**config.mk**
```make
export PLATFORM = sky130hd
export DESIGN_NAME = utf8_string_escaper_flat
export DESIGN_NICKNAME = d
export VERILOG_FILES = /design/src/hdl/u8esc_pkg.sv /design/src/hdl/u8esc_req_if.sv /design/src/hdl/u8esc_rsp_if.sv /design/src/hdl/u8esc_front.sv /design/src/hdl/u8esc_queue.sv /design/src/hdl/u8esc_back.sv /design/src/hdl/utf8_string_escaper.sv /design/src/flat_wrapper.sv
export SDC_FILE = /design/constraint.sdc
export NUM_CORES = 1
export LEC_CHECK = 0
export BUFFER_PORTS_ARGS = -buffer_cell sky130_fd_sc_hd__buf_4
export CAP_MARGIN = 5
export CORE_ASPECT_RATIO = 1.25
export CORE_MARGIN = 8
export CORE_UTILIZATION = 40
export DETAILED_ROUTE_END_ITERATION = 12
export GPL_ROUTABILITY_DRIVEN = 0
export GPL_TIMING_DRIVEN = 1
export PLACE_DENSITY = 0.55
export SLEW_MARGIN = 20
export SYNTH_ARGS = -nofsm -noshare
export SYNTH_HDL_FRONTEND = slang
export SYNTH_SLANG_ARGS = --single-unit
```
**constraint.sdc**
```tcl
create_clock -name clock -period 17.41 [get_ports clock]
set_input_delay 1.741 -clock clock [delete_from_list [all_inputs] [get_ports clock]]
set_output_delay 1.741 -clock clock [all_outputs]
set_load 0.005 [all_outputs]
```
**src/hdl/u8esc_pkg.sv**
```systemverilog
package u8esc_pkg;

   localparam int BYTE_W = 8;
   localparam int LEN_W  = 18;
   localparam int CAP_W  = 19;

   localparam logic [LEN_W-1:0] LEN_MAX   = '1;
   localparam logic [CAP_W-1:0] CAP_RESET = 19'h40000;

   // one queued unit of work: a byte copied as is, or a byte to be escaped
   typedef struct packed {
      logic [BYTE_W-1:0] data;
      logic              is_raw;
      logic              last;
      logic              eos;
   } op_type;

   typedef struct packed {
      logic full;
      logic empty;
   } q_status_type;

endpackage

```
**src/hdl/u8esc_req_if.sv**
```systemverilog
interface u8esc_req_if;
   import u8esc_pkg::*;

   logic              valid;
   logic              ready;
   logic [BYTE_W-1:0] in_byte;
   logic              end_of_string;

   modport source (output valid, output in_byte, output end_of_string, input ready);
   modport sink (input valid, input in_byte, input end_of_string, output ready);

endinterface

```
**src/hdl/u8esc_rsp_if.sv**
```systemverilog
interface u8esc_rsp_if;
   import u8esc_pkg::*;

   logic              valid;
   logic              ready;
   logic [BYTE_W-1:0] out_byte;
   logic              run_last;
   logic              string_done;
   logic              overflow;
   logic [LEN_W-1:0]  out_length;

   modport source (
      output valid, output out_byte, output run_last, output string_done,
      output overflow, output out_length, input ready
   );
   modport sink (
      input valid, input out_byte, input run_last, input string_done,
      input overflow, input out_length, output ready
   );

endinterface

```
**src/hdl/u8esc_front.sv**
```systemverilog
module u8esc_front (
   input  logic                      clock,
   input  logic                      reset,
   u8esc_req_if.sink                 req,
   input  u8esc_pkg::q_status_type   q_status,
   output logic                      push,
   output u8esc_pkg::op_type         push_op
);
   import u8esc_pkg::*;

   typedef enum logic [1:0] {
      ACT_SINGLE = 2'd0,
      ACT_COPY   = 2'd1,
      ACT_HOLD   = 2'd2
   } act_type;

   typedef struct packed {
      act_type    act;
      logic [1:0] need;
   } scan_type;

   function automatic logic [1:0] tail_need(input logic [BYTE_W-1:0] b);
      logic [1:0] k;
      k = 2'd0;
      if (b[7:5] == 3'b110) k = 2'd1;
      else if (b[7:4] == 4'b1110) k = 2'd2;
      else if (b[7:3] == 5'b11110) k = 2'd3;
      return k;
   endfunction

   // classify the byte at position i of the working window
   function automatic scan_type scan(input logic [3:0][BYTE_W-1:0] a, input logic [2:0] n,
                                     input logic [2:0] i, input logic e);
      logic [BYTE_W-1:0] b;
      logic [1:0]        k;
      logic [2:0]        avail;
      logic [2:0]        lim;
      logic [1:0]        idx;
      logic              ok;
      scan_type          r;
      b     = a[i[1:0]];
      k     = tail_need(b);
      avail = n - 3'd1 - i;
      lim   = (avail < {1'b0, k}) ? avail : {1'b0, k};
      ok    = 1'b1;
      for (int j = 1; j <= 3; j++) begin
         idx = i[1:0] + 2'(j);
         if (3'(j) <= lim && a[idx][7:6] != 2'b10) ok = 1'b0;
      end
      r.need = k;
      if (k == 2'd0) r.act = ACT_SINGLE;
      else if (!ok || (avail < {1'b0, k} && e)) r.act = ACT_SINGLE;
      else if (avail >= {1'b0, k}) r.act = ACT_COPY;
      else r.act = ACT_HOLD;
      return r;
   endfunction

   logic [3:0][BYTE_W-1:0] buf_ff, buf_in;
   logic [1:0]             held_ff, held_in;
   logic                   busy_ff, busy_in;
   logic [2:0]             cnt_ff, cnt_in;
   logic [2:0]             pos_ff, pos_in;
   logic                   eos_ff, eos_in;
   logic [1:0]             copy_ff, copy_in;

   logic [3:0][BYTE_W-1:0] arr;
   logic [2:0]             cnt, pos, nxt_pos, sp;
   logic                   eos, go, hold_now, last, fin;
   logic [1:0]             copy, copy_next;
   logic                   is_raw;
   scan_type               cur, nxt;

   assign req.ready = !busy_ff && !q_status.full;

   always_comb begin
      arr = buf_ff;
      if (!busy_ff) arr[held_ff] = req.in_byte;
      cnt  = busy_ff ? cnt_ff : {1'b0, held_ff} + 3'd1;
      pos  = busy_ff ? pos_ff : 3'd0;
      eos  = busy_ff ? eos_ff : req.end_of_string;
      copy = busy_ff ? copy_ff : 2'd0;
      go   = (busy_ff || (req.valid && req.ready)) && !q_status.full;

      cur      = scan(arr, cnt, pos, eos);
      nxt_pos  = pos + 3'd1;
      nxt      = scan(arr, cnt, nxt_pos, eos);
      hold_now = (copy == 2'd0) && (cur.act == ACT_HOLD);

      if (copy != 2'd0) begin
         is_raw    = 1'b1;
         copy_next = copy - 2'd1;
      end else if (cur.act == ACT_COPY) begin
         is_raw    = 1'b1;
         copy_next = cur.need;
      end else begin
         is_raw    = 1'b0;
         copy_next = 2'd0;
      end

      last = (copy_next == 2'd0) && (nxt_pos == cnt || nxt.act == ACT_HOLD);
      fin  = go && (hold_now || last);
      sp   = hold_now ? pos : nxt_pos;

      push           = go && !hold_now;
      push_op.data   = arr[pos[1:0]];
      push_op.is_raw = is_raw;
      push_op.last   = last;
      push_op.eos    = eos;

      buf_in  = buf_ff;
      held_in = held_ff;
      busy_in = busy_ff;
      cnt_in  = cnt_ff;
      pos_in  = pos_ff;
      eos_in  = eos_ff;
      copy_in = copy_ff;

      if (fin) begin
         busy_in = 1'b0;
         if (sp == cnt || eos) begin
            held_in = 2'd0;
         end else begin
            held_in = 2'(cnt - sp);
            for (int j = 0; j < 3; j++) buf_in[j] = arr[sp[1:0] + 2'(j)];
         end
      end else if (go) begin
         busy_in = 1'b1;
         buf_in  = arr;
         cnt_in  = cnt;
         pos_in  = nxt_pos;
         eos_in  = eos;
         copy_in = copy_next;
      end
   end

   always_ff @(posedge clock) begin
      if (reset) begin
         held_ff <= 2'd0;
         busy_ff <= 1'b0;
         cnt_ff  <= 3'd0;
         pos_ff  <= 3'd0;
         eos_ff  <= 1'b0;
         copy_ff <= 2'd0;
      end else begin
         held_ff <= held_in;
         busy_ff <= busy_in;
         cnt_ff  <= cnt_in;
         pos_ff  <= pos_in;
         eos_ff  <= eos_in;
         copy_ff <= copy_in;
      end
   end

   always_ff @(posedge clock) begin
      buf_ff <= buf_in;
   end

endmodule

```
**src/hdl/u8esc_queue.sv**
```systemverilog
module u8esc_queue #(
   parameter int DEPTH = 4
) (
   input  logic                      clock,
   input  logic                      reset,
   input  logic                      push,
   input  u8esc_pkg::op_type         push_op,
   input  logic                      pop,
   output u8esc_pkg::op_type         head_op,
   output u8esc_pkg::q_status_type   q_status
);
   import u8esc_pkg::*;

   localparam int PTR_W = (DEPTH > 1) ? $clog2(DEPTH) : 1;
   localparam int CNT_W = $clog2(DEPTH + 1);

   op_type             store_ff [DEPTH];
   logic [PTR_W-1:0]   wr_ptr_ff, wr_ptr_in;
   logic [PTR_W-1:0]   rd_ptr_ff, rd_ptr_in;
   logic [CNT_W-1:0]   count_ff, count_in;

   assign head_op        = store_ff[rd_ptr_ff];
   assign q_status.full  = (count_ff == CNT_W'(DEPTH));
   assign q_status.empty = (count_ff == '0);

   always_comb begin
      wr_ptr_in = wr_ptr_ff;
      rd_ptr_in = rd_ptr_ff;
      count_in  = count_ff;
      if (push) begin
         wr_ptr_in = (wr_ptr_ff == PTR_W'(DEPTH - 1)) ? '0 : wr_ptr_ff + 1'b1;
      end
      if (pop) begin
         rd_ptr_in = (rd_ptr_ff == PTR_W'(DEPTH - 1)) ? '0 : rd_ptr_ff + 1'b1;
      end
      if (push && !pop) count_in = count_ff + 1'b1;
      else if (pop && !push) count_in = count_ff - 1'b1;
   end

   always_ff @(posedge clock) begin
      if (reset) begin
         wr_ptr_ff <= '0;
         rd_ptr_ff <= '0;
         count_ff  <= '0;
      end else begin
         wr_ptr_ff <= wr_ptr_in;
         rd_ptr_ff <= rd_ptr_in;
         count_ff  <= count_in;
      end
   end

   always_ff @(posedge clock) begin
      if (push) store_ff[wr_ptr_ff] <= push_op;
   end

endmodule

```
**src/hdl/u8esc_back.sv**
```systemverilog
module u8esc_back (
   input  logic                         clock,
   input  logic                         reset,
   input  logic                         csr_wr_en,
   input  logic [u8esc_pkg::CAP_W-1:0]  csr_wr_data,
   input  u8esc_pkg::q_status_type      q_status,
   input  u8esc_pkg::op_type            head_op,
   output logic                         pop,
   u8esc_rsp_if.source                  rsp
);
   import u8esc_pkg::*;

   localparam logic [BYTE_W-1:0] CH_BSLASH = 8'h5C;
   localparam logic [BYTE_W-1:0] CH_X      = 8'h78;
   localparam logic [BYTE_W-1:0] REPL_0    = 8'hEF;
   localparam logic [BYTE_W-1:0] REPL_1    = 8'hBF;
   localparam logic [BYTE_W-1:0] REPL_2    = 8'hBD;

   function automatic logic [BYTE_W-1:0] esc_letter(input logic [BYTE_W-1:0] b);
      logic [BYTE_W-1:0] l;
      unique case (b)
         8'h07:   l = 8'h61;
         8'h08:   l = 8'h62;
         8'h09:   l = 8'h74;
         8'h0A:   l = 8'h6E;
         8'h0B:   l = 8'h76;
         8'h0C:   l = 8'h66;
         8'h0D:   l = 8'h72;
         default: l = 8'h00;
      endcase
      return l;
   endfunction

   function automatic logic is_hex_esc(input logic [BYTE_W-1:0] b);
      return (b <= 8'h1F) || (b == 8'h7F) || (b >= 8'h80 && b <= 8'h9F);
   endfunction

   function automatic logic [BYTE_W-1:0] hex_digit(input logic [3:0] h);
      return (h < 4'd10) ? 8'h30 + {4'h0, h} : 8'h37 + {4'h0, h};
   endfunction

   function automatic logic [2:0] single_len(input logic [BYTE_W-1:0] b);
      logic [2:0] n;
      if (esc_letter(b) != 8'h00) n = 3'd2;
      else if (is_hex_esc(b)) n = 3'd4;
      else if (!b[7]) n = 3'd1;
      else n = 3'd3;
      return n;
   endfunction

   function automatic logic [BYTE_W-1:0] single_byte(input logic [BYTE_W-1:0] b,
                                                     input logic [1:0] idx);
      logic [BYTE_W-1:0] o;
      if (esc_letter(b) != 8'h00) begin
         o = (idx == 2'd0) ? CH_BSLASH : esc_letter(b);
      end else if (is_hex_esc(b)) begin
         unique case (idx)
            2'd0: o = CH_BSLASH;
            2'd1: o = CH_X;
            2'd2: o = hex_digit(b[7:4]);
            2'd3: o = hex_digit(b[3:0]);
         endcase
      end else if (!b[7]) begin
         o = b;
      end else begin
         unique case (idx)
            2'd0:    o = REPL_0;
            2'd1:    o = REPL_1;
            default: o = REPL_2;
         endcase
      end
      return o;
   endfunction

   logic [1:0]        idx_ff, idx_in;
   logic [LEN_W-1:0]  len_ff, len_in;
   logic [CAP_W-1:0]  cap_ff, cap_in;
   logic              rsp_valid_ff, rsp_valid_in;
   logic [BYTE_W-1:0] out_byte_ff, out_byte_in;
   logic              run_last_ff, run_last_in;
   logic              done_ff, done_in;
   logic              ovf_ff, ovf_in;
   logic [LEN_W-1:0]  olen_ff, olen_in;

   logic [2:0]        n_bytes;
   logic              final_byte, adv, fire, rl, dn;
   logic [LEN_W-1:0]  len_inc;

   assign rsp.valid       = rsp_valid_ff;
   assign rsp.out_byte    = out_byte_ff;
   assign rsp.run_last    = run_last_ff;
   assign rsp.string_done = done_ff;
   assign rsp.overflow    = ovf_ff;
   assign rsp.out_length  = olen_ff;

   always_comb begin
      n_bytes    = head_op.is_raw ? 3'd1 : single_len(head_op.data);
      final_byte = ({1'b0, idx_ff} + 3'd1) == n_bytes;
      adv        = !rsp_valid_ff || rsp.ready;
      fire       = !q_status.empty && adv;
      pop        = fire && final_byte;
      len_inc    = (len_ff == LEN_MAX) ? len_ff : len_ff + 1'b1;
      rl         = final_byte && head_op.last;
      dn         = rl && head_op.eos;

      idx_in       = idx_ff;
      len_in       = len_ff;
      cap_in       = csr_wr_en ? csr_wr_data : cap_ff;
      rsp_valid_in = rsp_valid_ff;
      out_byte_in  = out_byte_ff;
      run_last_in  = run_last_ff;
      done_in      = done_ff;
      ovf_in       = ovf_ff;
      olen_in      = olen_ff;

      if (fire) begin
         rsp_valid_in = 1'b1;
         out_byte_in  = head_op.is_raw ? head_op.data : single_byte(head_op.data, idx_ff);
         run_last_in  = rl;
         done_in      = dn;
         ovf_in       = dn && (({1'b0, len_inc} + 19'd1) > cap_ff);
         olen_in      = dn ? len_inc : '0;
         idx_in       = final_byte ? 2'd0 : idx_ff + 2'd1;
         len_in       = dn ? '0 : len_inc;
      end else if (adv) begin
         rsp_valid_in = 1'b0;
      end
   end

   always_ff @(posedge clock) begin
      if (reset) begin
         idx_ff       <= 2'd0;
         len_ff       <= '0;
         cap_ff       <= CAP_RESET;
         rsp_valid_ff <= 1'b0;
      end else begin
         idx_ff       <= idx_in;
         len_ff       <= len_in;
         cap_ff       <= cap_in;
         rsp_valid_ff <= rsp_valid_in;
      end
   end

   always_ff @(posedge clock) begin
      out_byte_ff <= out_byte_in;
      run_last_ff <= run_last_in;
      done_ff     <= done_in;
      ovf_ff      <= ovf_in;
      olen_ff     <= olen_in;
   end

endmodule

```
**src/hdl/utf8_string_escaper.sv**
```systemverilog
// the first output beat of an input beat passes through the op queue and then the output register
// throughput: one input beat per clock while each byte maps to one output byte and the queue is not full;
//   the front handles the bytes of a completed or rejected multibyte window one per clock
// an escape emits 2 to 4 output bytes; the QUEUE_DEPTH op queue lets the front run ahead
// reset: synchronous, clears held bytes, string length, queue and output valid;
//   capacity returns to 262144
module utf8_string_escaper #(
   parameter int QUEUE_DEPTH = 4
) (
   input  logic                         clock,
   input  logic                         reset,
   u8esc_req_if.sink                    req_bus,
   u8esc_rsp_if.source                  rsp_bus,
   input  logic                         csr_wr_en,
   input  logic [u8esc_pkg::CAP_W-1:0]  csr_wr_data
);
   import u8esc_pkg::*;

   logic         q_push;
   logic         q_pop;
   op_type       q_push_op;
   op_type       q_head_op;
   q_status_type q_status;

   u8esc_front u_front (
      .clock    (clock),
      .reset    (reset),
      .req      (req_bus),
      .q_status (q_status),
      .push     (q_push),
      .push_op  (q_push_op)
   );

   u8esc_queue #(
      .DEPTH (QUEUE_DEPTH)
   ) u_queue (
      .clock    (clock),
      .reset    (reset),
      .push     (q_push),
      .push_op  (q_push_op),
      .pop      (q_pop),
      .head_op  (q_head_op),
      .q_status (q_status)
   );

   u8esc_back u_back (
      .clock       (clock),
      .reset       (reset),
      .csr_wr_en   (csr_wr_en),
      .csr_wr_data (csr_wr_data),
      .q_status    (q_status),
      .head_op     (q_head_op),
      .pop         (q_pop),
      .rsp         (rsp_bus)
   );

   a_push_room: assert property (@(posedge clock) disable iff (reset)
      q_push |-> !q_status.full)
      else $error("op pushed into a full queue");

   a_pop_nonempty: assert property (@(posedge clock) disable iff (reset)
      q_pop |-> !q_status.empty)
      else $error("op popped from an empty queue");

   a_done_is_last: assert property (@(posedge clock) disable iff (reset)
      rsp_bus.valid && rsp_bus.string_done |-> rsp_bus.run_last)
      else $error("string end beat not marked as last of its input beat");

   a_len_only_at_done: assert property (@(posedge clock) disable iff (reset)
      rsp_bus.valid && !rsp_bus.string_done |->
         (rsp_bus.out_length == '0) && !rsp_bus.overflow)
      else $error("length or overflow shown before string end");

endmodule
```
**src/flat_wrapper.sv**
```systemverilog
// flat-port wrapper written by rule: the top's interface ports become plain ports
module utf8_string_escaper_flat import u8esc_pkg::*;
#(
   parameter int QUEUE_DEPTH = 4
)
  (clock, reset, csr_wr_en, csr_wr_data, req_bus_valid, req_bus_in_byte, req_bus_end_of_string, req_bus_ready, rsp_bus_valid, rsp_bus_out_byte, rsp_bus_run_last, rsp_bus_string_done, rsp_bus_overflow, rsp_bus_out_length, rsp_bus_ready);
  u8esc_req_if req_bus_i ();
  u8esc_rsp_if rsp_bus_i ();
  input  logic clock;
  input  logic reset;
  input  logic csr_wr_en;
  input  logic [u8esc_pkg::CAP_W-1:0] csr_wr_data;
  input wire logic [$bits(req_bus_i.valid)-1:0] req_bus_valid;
  input wire logic [$bits(req_bus_i.in_byte)-1:0] req_bus_in_byte;
  input wire logic [$bits(req_bus_i.end_of_string)-1:0] req_bus_end_of_string;
  output wire logic [$bits(req_bus_i.ready)-1:0] req_bus_ready;
  output wire logic [$bits(rsp_bus_i.valid)-1:0] rsp_bus_valid;
  output wire logic [$bits(rsp_bus_i.out_byte)-1:0] rsp_bus_out_byte;
  output wire logic [$bits(rsp_bus_i.run_last)-1:0] rsp_bus_run_last;
  output wire logic [$bits(rsp_bus_i.string_done)-1:0] rsp_bus_string_done;
  output wire logic [$bits(rsp_bus_i.overflow)-1:0] rsp_bus_overflow;
  output wire logic [$bits(rsp_bus_i.out_length)-1:0] rsp_bus_out_length;
  input wire logic [$bits(rsp_bus_i.ready)-1:0] rsp_bus_ready;
  assign req_bus_i.valid = req_bus_valid;
  assign req_bus_i.in_byte = req_bus_in_byte;
  assign req_bus_i.end_of_string = req_bus_end_of_string;
  assign req_bus_ready = req_bus_i.ready;
  assign rsp_bus_valid = rsp_bus_i.valid;
  assign rsp_bus_out_byte = rsp_bus_i.out_byte;
  assign rsp_bus_run_last = rsp_bus_i.run_last;
  assign rsp_bus_string_done = rsp_bus_i.string_done;
  assign rsp_bus_overflow = rsp_bus_i.overflow;
  assign rsp_bus_out_length = rsp_bus_i.out_length;
  assign rsp_bus_i.ready = rsp_bus_ready;
  utf8_string_escaper #(.QUEUE_DEPTH(QUEUE_DEPTH)) u_core (.clock(clock), .reset(reset), .req_bus(req_bus_i), .rsp_bus(rsp_bus_i), .csr_wr_en(csr_wr_en), .csr_wr_data(csr_wr_data));
endmodule
```
Yosys cells after proc, flatten, opt, wreduce, memory -nomap -nowiden
Memories as Yosys holds them, arrays and structs flattened. A register that Yosys moved wholly into a read port is not among the register bits.
Index checks and enable logic that the tools add are counted.
{"block": "word_totals", "reg_bits": 120, "latchBits": 0, "ram_bits": 44, "mem_bits_ro": 0, "inputBits": 33, "out_inout_bits": 31, "elab_cells": 258, "mem_count": 1}
{"name": "u_core.u_queue.store_ff", "depth": 4, "word_bits": 11, "read_ports": 1, "rd_clocked_by_memory_dff": 1, "write_ports": 1, "line_no": "u8esc_queue.sv:17", "rtl": "op_type store_ff [DEPTH];"}
{"block": "classes", "addsub": 27, "multipliers": 0, "div": 0, "n_lt_le_gt_ge": 29, "n_eq_ne": 34, "shifts": 0, "mux": 87, "n_bitwise": 1, "n_reduce_logical": 57}
{"op": "binary-select mux 8 bit (select 2 bit)", "count": 11}
{"op": "two-way mux 8 bit", "count": 18}
{"op": "two-way mux 24 bit", "count": 3}
{"op": "case mux 7 bit (7 select lines)", "count": 1}
{"op": "== test 8 x 4 -> 1 bit (second input constant)", "count": 6}
{"op": "two-way mux 2 bit", "count": 22}
{"op": "less-than comparator 2 x 3 -> 1 bit (second input constant)", "count": 12}
{"op": "two-way mux 18 bit", "count": 2}
{"op": "bitwise mux 32 bit", "count": 1}
{"op": "two-way mux 32 bit", "count": 1}
{"op": "case mux 8 bit (4 select lines)", "count": 1}
{"op": "two-way mux 3 bit", "count": 10}
{"op": "adder 6 x 4 -> 7 bit (first input constant)", "count": 4}
{"op": "logical AND 1 bit", "count": 24}
{"op": "adder 18 x 1 -> 19 bit (second input constant)", "count": 1}
{"op": "greater-than comparator 19 bit", "count": 1}
{"op": "adder 18 x 1 -> 18 bit (second input constant)", "count": 1}
{"op": "== test 18 bit (second input constant)", "count": 1}
{"op": "demux 8 bit (select 2 bit)", "count": 1}
{"op": "nonzero test 8 bit", "count": 2}
{"op": "two-way mux 7 bit", "count": 2}
{"op": "inequality test 2 bit (second input constant)", "count": 7}
{"op": "case mux 7 bit (2 select lines)", "count": 1}
{"op": "two-way mux 1 bit", "count": 13}
{"op": "other kinds (33)", "count": 89}

Longest topological paths before layout
{"block": "depth", "word_depth": 32, "ltp_mapped": 28, "ltp_nobuf": 25}

By module
Synthesis repeated with hierarchy kept, for this count alone.
{"block": "hier_totals", "hier_cells": 1081, "area_unflattened_um2": 11029.3}
{"module": "u8esc_back", "n_inst": 1, "cells_per_inst": 556, "area_each_um2": 4775.8, "seq_area_each_um2": 1671.6}
{"module": "u8esc_front", "n_inst": 1, "cells_per_inst": 424, "area_each_um2": 4224.1, "seq_area_each_um2": 1201.2}
{"module": "u8esc_queue", "n_inst": 1, "cells_per_inst": 101, "area_each_um2": 2029.4, "seq_area_each_um2": 1501.4}

Least setup slack after synthesis
No wires, ideal clock.
{"block": "synth_timing", "path_type": "input-to-reg", "from": "in req_bus_in_byte[3]", "to": "reg u_core.u_front.buf_ff[0] (netlist bit) (enable)", "setup_ps": 438, "arrival_time_ps": 7362, "required_ps": 16972, "setup_slack_ps": 9609, "stages": 18, "path_buffers": 1, "cell_sequence": "mux2_4 > a32oi_2 > nor2_1 > or3_1 > ha_1 > nor2b_1 > nor3_1 > mux2i_1 > nand2_1 > or3_1 > a21oi_1 > o21ai_2 > nand2_2 > inv_2 > buf_4 > ha_1 > nor3b_1 > o21ai_0"}
{"block": "synth_between", "elab_chain_len": 28, "word_cells_on_any_way": 69, "classes_between": "order compare: 10; eq/ne: 7; mux: 29; reduce/logical: 23"}
{"element": "start: declaration", "line_no": "flat_wrapper.sv:14", "rtl": "input wire logic [$bits(req_bus_i.in_byte)-1:0] req_bus_in_byte;"}
{"element": "bitwise mux 32 bit (*)", "line_no": "u8esc_front.sv:77", "rtl": "if (!busy_ff) arr[held_ff] = req.in_byte;"}
{"element": "two-way mux 32 bit (*)", "line_no": "u8esc_front.sv:77"}
{"element": "binary-select mux 8 bit (select 2 bit)", "line_no": "u8esc_front.sv:41", "rtl": "b = a[i[1:0]];"}
{"element": "two-way mux 8 bit (not written as such)", "line_no": "u8esc_front.sv:41"}
{"element": "== test 5 bit", "line_no": "u8esc_front.sv:27", "rtl": "else if (b[7:3] == 5'b11110) k = 2'd3;"}
{"element": "two-way mux 2 bit", "line_no": "u8esc_front.sv:27"}
{"element": "two-way mux 2 bit", "line_no": "u8esc_front.sv:26", "rtl": "else if (b[7:4] == 4'b1110) k = 2'd2;"}
{"element": "two-way mux 2 bit", "line_no": "u8esc_front.sv:25", "rtl": "if (b[7:5] == 3'b110) k = 2'd1;"}
{"element": "[12 not listed]"}
{"element": "two-way mux 2 bit", "line_no": "u8esc_front.sv:92", "rtl": "end else if (cur.act == ACT_COPY) begin"}
{"element": "two-way mux 2 bit", "line_no": "u8esc_front.sv:89", "rtl": "if (copy != 2'd0) begin"}
{"element": "zero test 2 bit", "line_no": "u8esc_front.sv:100", "rtl": "last = (copy_next == 2'd0) && (nxt_pos == cnt || nxt.act == ACT_HOLD);"}
{"element": "logical AND 1 bit", "line_no": "u8esc_front.sv:100"}
{"element": "logical OR 1 bit", "line_no": "u8esc_front.sv:101", "rtl": "fin = go && (hold_now || last);"}
{"element": "logical AND 1 bit", "line_no": "u8esc_front.sv:101"}
{"element": "inequality test 2 bit (no source line) or nonzero test 2 bit (tied branches)"}
{"element": "AND reduction 2 bit (no source line) (*)"}
{"element": "end signal: assignment", "line_no": "u8esc_front.sv:155", "rtl": "buf_ff <= buf_in;"}
{"element": "end: declaration", "line_no": "u8esc_front.sv:58", "rtl": "logic [3:0][BYTE_W-1:0] buf_ff, buf_in;"}
Mark *: on every way between the ends. The rest lies on a longest branch, timed or not. The select of a mux whose other input is x is not followed.
A chain may end at the register's enable or synchronous reset.

Worst setup path after layout
{"block": "layout_timing", "from": "reg u_core.u_front.pos_ff[0]", "to": "reg u_core.u_front.buf_ff[15] (netlist bit) (enable)"}
{"block": "layout_between", "elab_chain_len": 27, "word_cells_on_any_way": 100, "classes_between": "add/sub: 9; order compare: 10; eq/ne: 18; mux: 40; reduce/logical: 23"}
{"element": "start: declaration", "line_no": "u8esc_front.sv:62", "rtl": "logic [2:0] pos_ff, pos_in;"}
{"element": "start signal: assignment", "line_no": "u8esc_front.sv:148", "rtl": "pos_ff <= pos_in;"}
{"element": "two-way mux 3 bit (*)", "line_no": "u8esc_front.sv:79", "rtl": "pos = busy_ff ? pos_ff : 3'd0;"}
{"element": "branches (longest 25 deep; another with adder 3 x 1 -> 3 bit)"}
{"element": "AND reduction 2 bit (no source line) (*)"}
Mark *: on every way between the ends. The select of a mux whose other input is x is not followed.

==> impl_results.md <==
- Status: finished, final reports clean
- PwrDens: 207 nW/um^2
- Core Area: 27700 um^2
- Max IR drop VDD: 119 uV
- Hold crit path type: register to register
- CTS Root Buffer Type: clkbuf_16
- Vias in the first global route: 9046
- Seq cells post-synth: 166
- N_diodes: 0
- Main combinational cell family by area after synthesis: compound AO/OA/AOI/OAI gates
- CTS Buf Count: 17
- Starting density of the core: 0.407
- Fin. max-slew vios: 0
- CTS tree: built
- Slew headroom: 0.322
- HPWL Detailed: 22100 um
- Leak pwr: 4.75 nW
- Gr ovfl total: 0
- Max-cap violations: 0
- Share of cells above drive strength 1: 0.143
- PostCTS Resize Cnt: 0
- Max FO, Critical Path: 27
- Largest cells by area after synthesis: edfxtp_1, dfxtp_1, mux2i_1, ha_1, nor2_1
- TritonCTS Sinks: 166
- Clk_lat worst skew: 0.43 ns
- Synth Area in Simple Gates: 0.171
- Wire per inst: 19.1 um
- Compound-cell area share of the yosys netlist: 0.172
- Synth Warn #: 0
- Worst-Margin Slew: 1.02 ns
- Crit end category: register
- Worst EP required: 17.50 ns
- Die Y: 203 um
- Drt initial violations: 520
- Fmax: 136 MHz
- Synthesized Nets: 1277
- Nets: 1308
- Tot GR Track Use: 0.177
- Total iterations of the first detailed-routing run: 5
- Dominant cell type by area after synthesis: edfxtp_1
- Yosys top cell area share: 0.280
- H-tree depth: 4
- Post-route clock skew: 0.0119 ns
- Crit path kind: register to register
- Multiplexer share of the synthesized area: 0.115
- Top cells by count, synth: nor2_1, edfxtp_1, nand2_1
- Largest net degree at the start of global routing: 50
- Die width: 166 um
- Critical Path AT: 7.42 ns
- Syn Area/Cell: 9.48 um^2
- Vias/cell: 5.75
- Area delta synth->final: 11.2%
- Routed via count: 9091
- TNS Setup: 0 ns
- Ys flop type: edfxtp_1
- Post-Route WL: 30300 um
- Adder-Cell Fraction of Synth Area: 0.0665
- Cell Rows: 68
- Post-Synth XOR/XNOR Area: 0.0335
- Asr flop ratio synth: 0
- Initial antenna violation count: 0
- Hold Buf Count CTS: 0
- Final Power: 2.59 mW
- Cells after Synth: 1186
- DRC Markers: 0
- Post-synthesis sequential area ratio: 0.389
- Fin. Hold Viols: 0
- Setup bufs post-CTS: 0
- Ports: 64
- Post-synthesis cell type count: 87
- RSZ-0062 raised after global routing: false
- Startpoint types: register
- Worst-path clk slew: 0.07 ns
- Count leader, synth: nor2_1
- Clock Tree Buf Depth: 2
- Final Cycle Share: 0.421
- PortBufs: 63
- Detail Route Antenna Nets: 0
- Die area: 33800 um^2
- Post-layout min period: 7.33 ns
- Post-Syn Area: 11200 um^2
- First-pass GRT wire length: 48900 um
- Number of synthesized flops with an enable pin: 105
- Final number of setup-violating endpoints: 0
==> worst paths after layout <==
| kind | startpoint | to | slack [ns] | cells past startpoint |
|---|---|---|---|---|
| setup / recovery | u_core.u_front.pos_ff[0] | u_core.u_front.buf_ff[15] | 10.08 | 21 |
| hold / removal | u_core.u_back.rsp.valid | u_core.u_back.rsp.valid | 0.47 | 2 |
| hold reg to reg | u_core.u_back.rsp.valid | u_core.u_back.rsp.valid | 0.47 | 2 |
| setup reg to reg | u_core.u_front.pos_ff[0] | u_core.u_front.buf_ff[15] | 10.08 | 21 |
==> state kept, by name (all words and copies together), names as in the netlist, 8 cells and up, named ones only <==
| name | flops |
|---|---|
| u_core.u_back.len_ff | 18 |
| u_core.u_back.rsp.out_byte | 8 |
| u_core.u_back.rsp.out_length | 18 |
| u_core.u_queue.store_ff | 44 |
| u_core.u_back.cap_ff | 19 |
| u_core.u_front.buf_ff | 32 |
==> placed cells by master, fill, tap and decap left out, drive strengths merged, types with 17 or more instances in the layout <==
master / instances
nor2: 110
edfxtp: 105
nand2: 79
inv: 79
mux2i: 77
buf: 76
o21ai: 68
a21oi: 66
dfxtp: 61
ha: 55
nand3: 45
nor3: 40
o211ai: 30
a31oi: 27
xnor2: 24
mux2: 24
xor2: 19
nor2b: 18
clkbuf: 17
==> per-stage QoR <==
step	hold slack (ns)	util	area, um^2	cells	worst slack (ns)
2_1_floorplan	0.451	-	11200	1186	9.61
3_3_place_gp	0.467	0.431	11900	1548	9.97
3_5_place_dp	0.465	0.431	11900	1548	9.85
4_1_cts	0.476	0.452	12500	1580	10.12
5_1_grt	0.501	0.452	12500	1580	9.54
6_report	0.471	0.452	12500	1580	10.08
==> logic make-up (layout without fill, tap and decap cells) <==
logic type	after synthesis	in the layout
simple gates	384	384
compound gates	289	289
flops	166	166
buf+inv	134	178
mux	112	112
fa+ha+maj	58	58
xor+xnor	43	43
==> final cells by class <==
cell class | instances | area [um^2]
clock buffer | 17 | 425
clock inverter | 15 | 158
fill | 2679 | 15100
inverter | 70 | 263
multi-input combinational | 886 | 6280
sequential | 166 | 4370
tap | 350 | 438
timing repair buffer | 76 | 571
==> critical path, cell delays in order, from the launching register on <==
cell	delay, ns
dfxtp_1	0.31
buf_4	0.32
and2_1	0.57
inv_1	0.42
a211oi_1	0.32
or3_1	0.32
nor2_1	0.10
or3_1	0.40
ha_1	0.32
nor2b_1	0.17
nor3_1	0.07
mux2i_1	0.68
nand2_1	0.18
nor3_2	0.34
o21ai_2	0.22
nand3_1	0.36
nand2_2	0.32
inv_2	0.49
ha_1	0.38
nor3b_1	0.17
o21ai_2	0.13
buf_4	0.36
==> power breakdown <==
group / internal [mW] / switching (mW)
Clock: 0.193 / 0.184
Sequential: 0.649 / 0.0687
Combinational: 0.540 / 0.959
==> per-layer routing <==
metal  vias up  share of wire  GRT usage
met2       253           0.50      0.316
li1       4456              -          -
met5         -              0          0
met3        46          0.043     0.0300
met1      4336           0.43      0.213
met4         0          0.027     0.0615
Note: power is estimated with default switching activity, not from simulation.
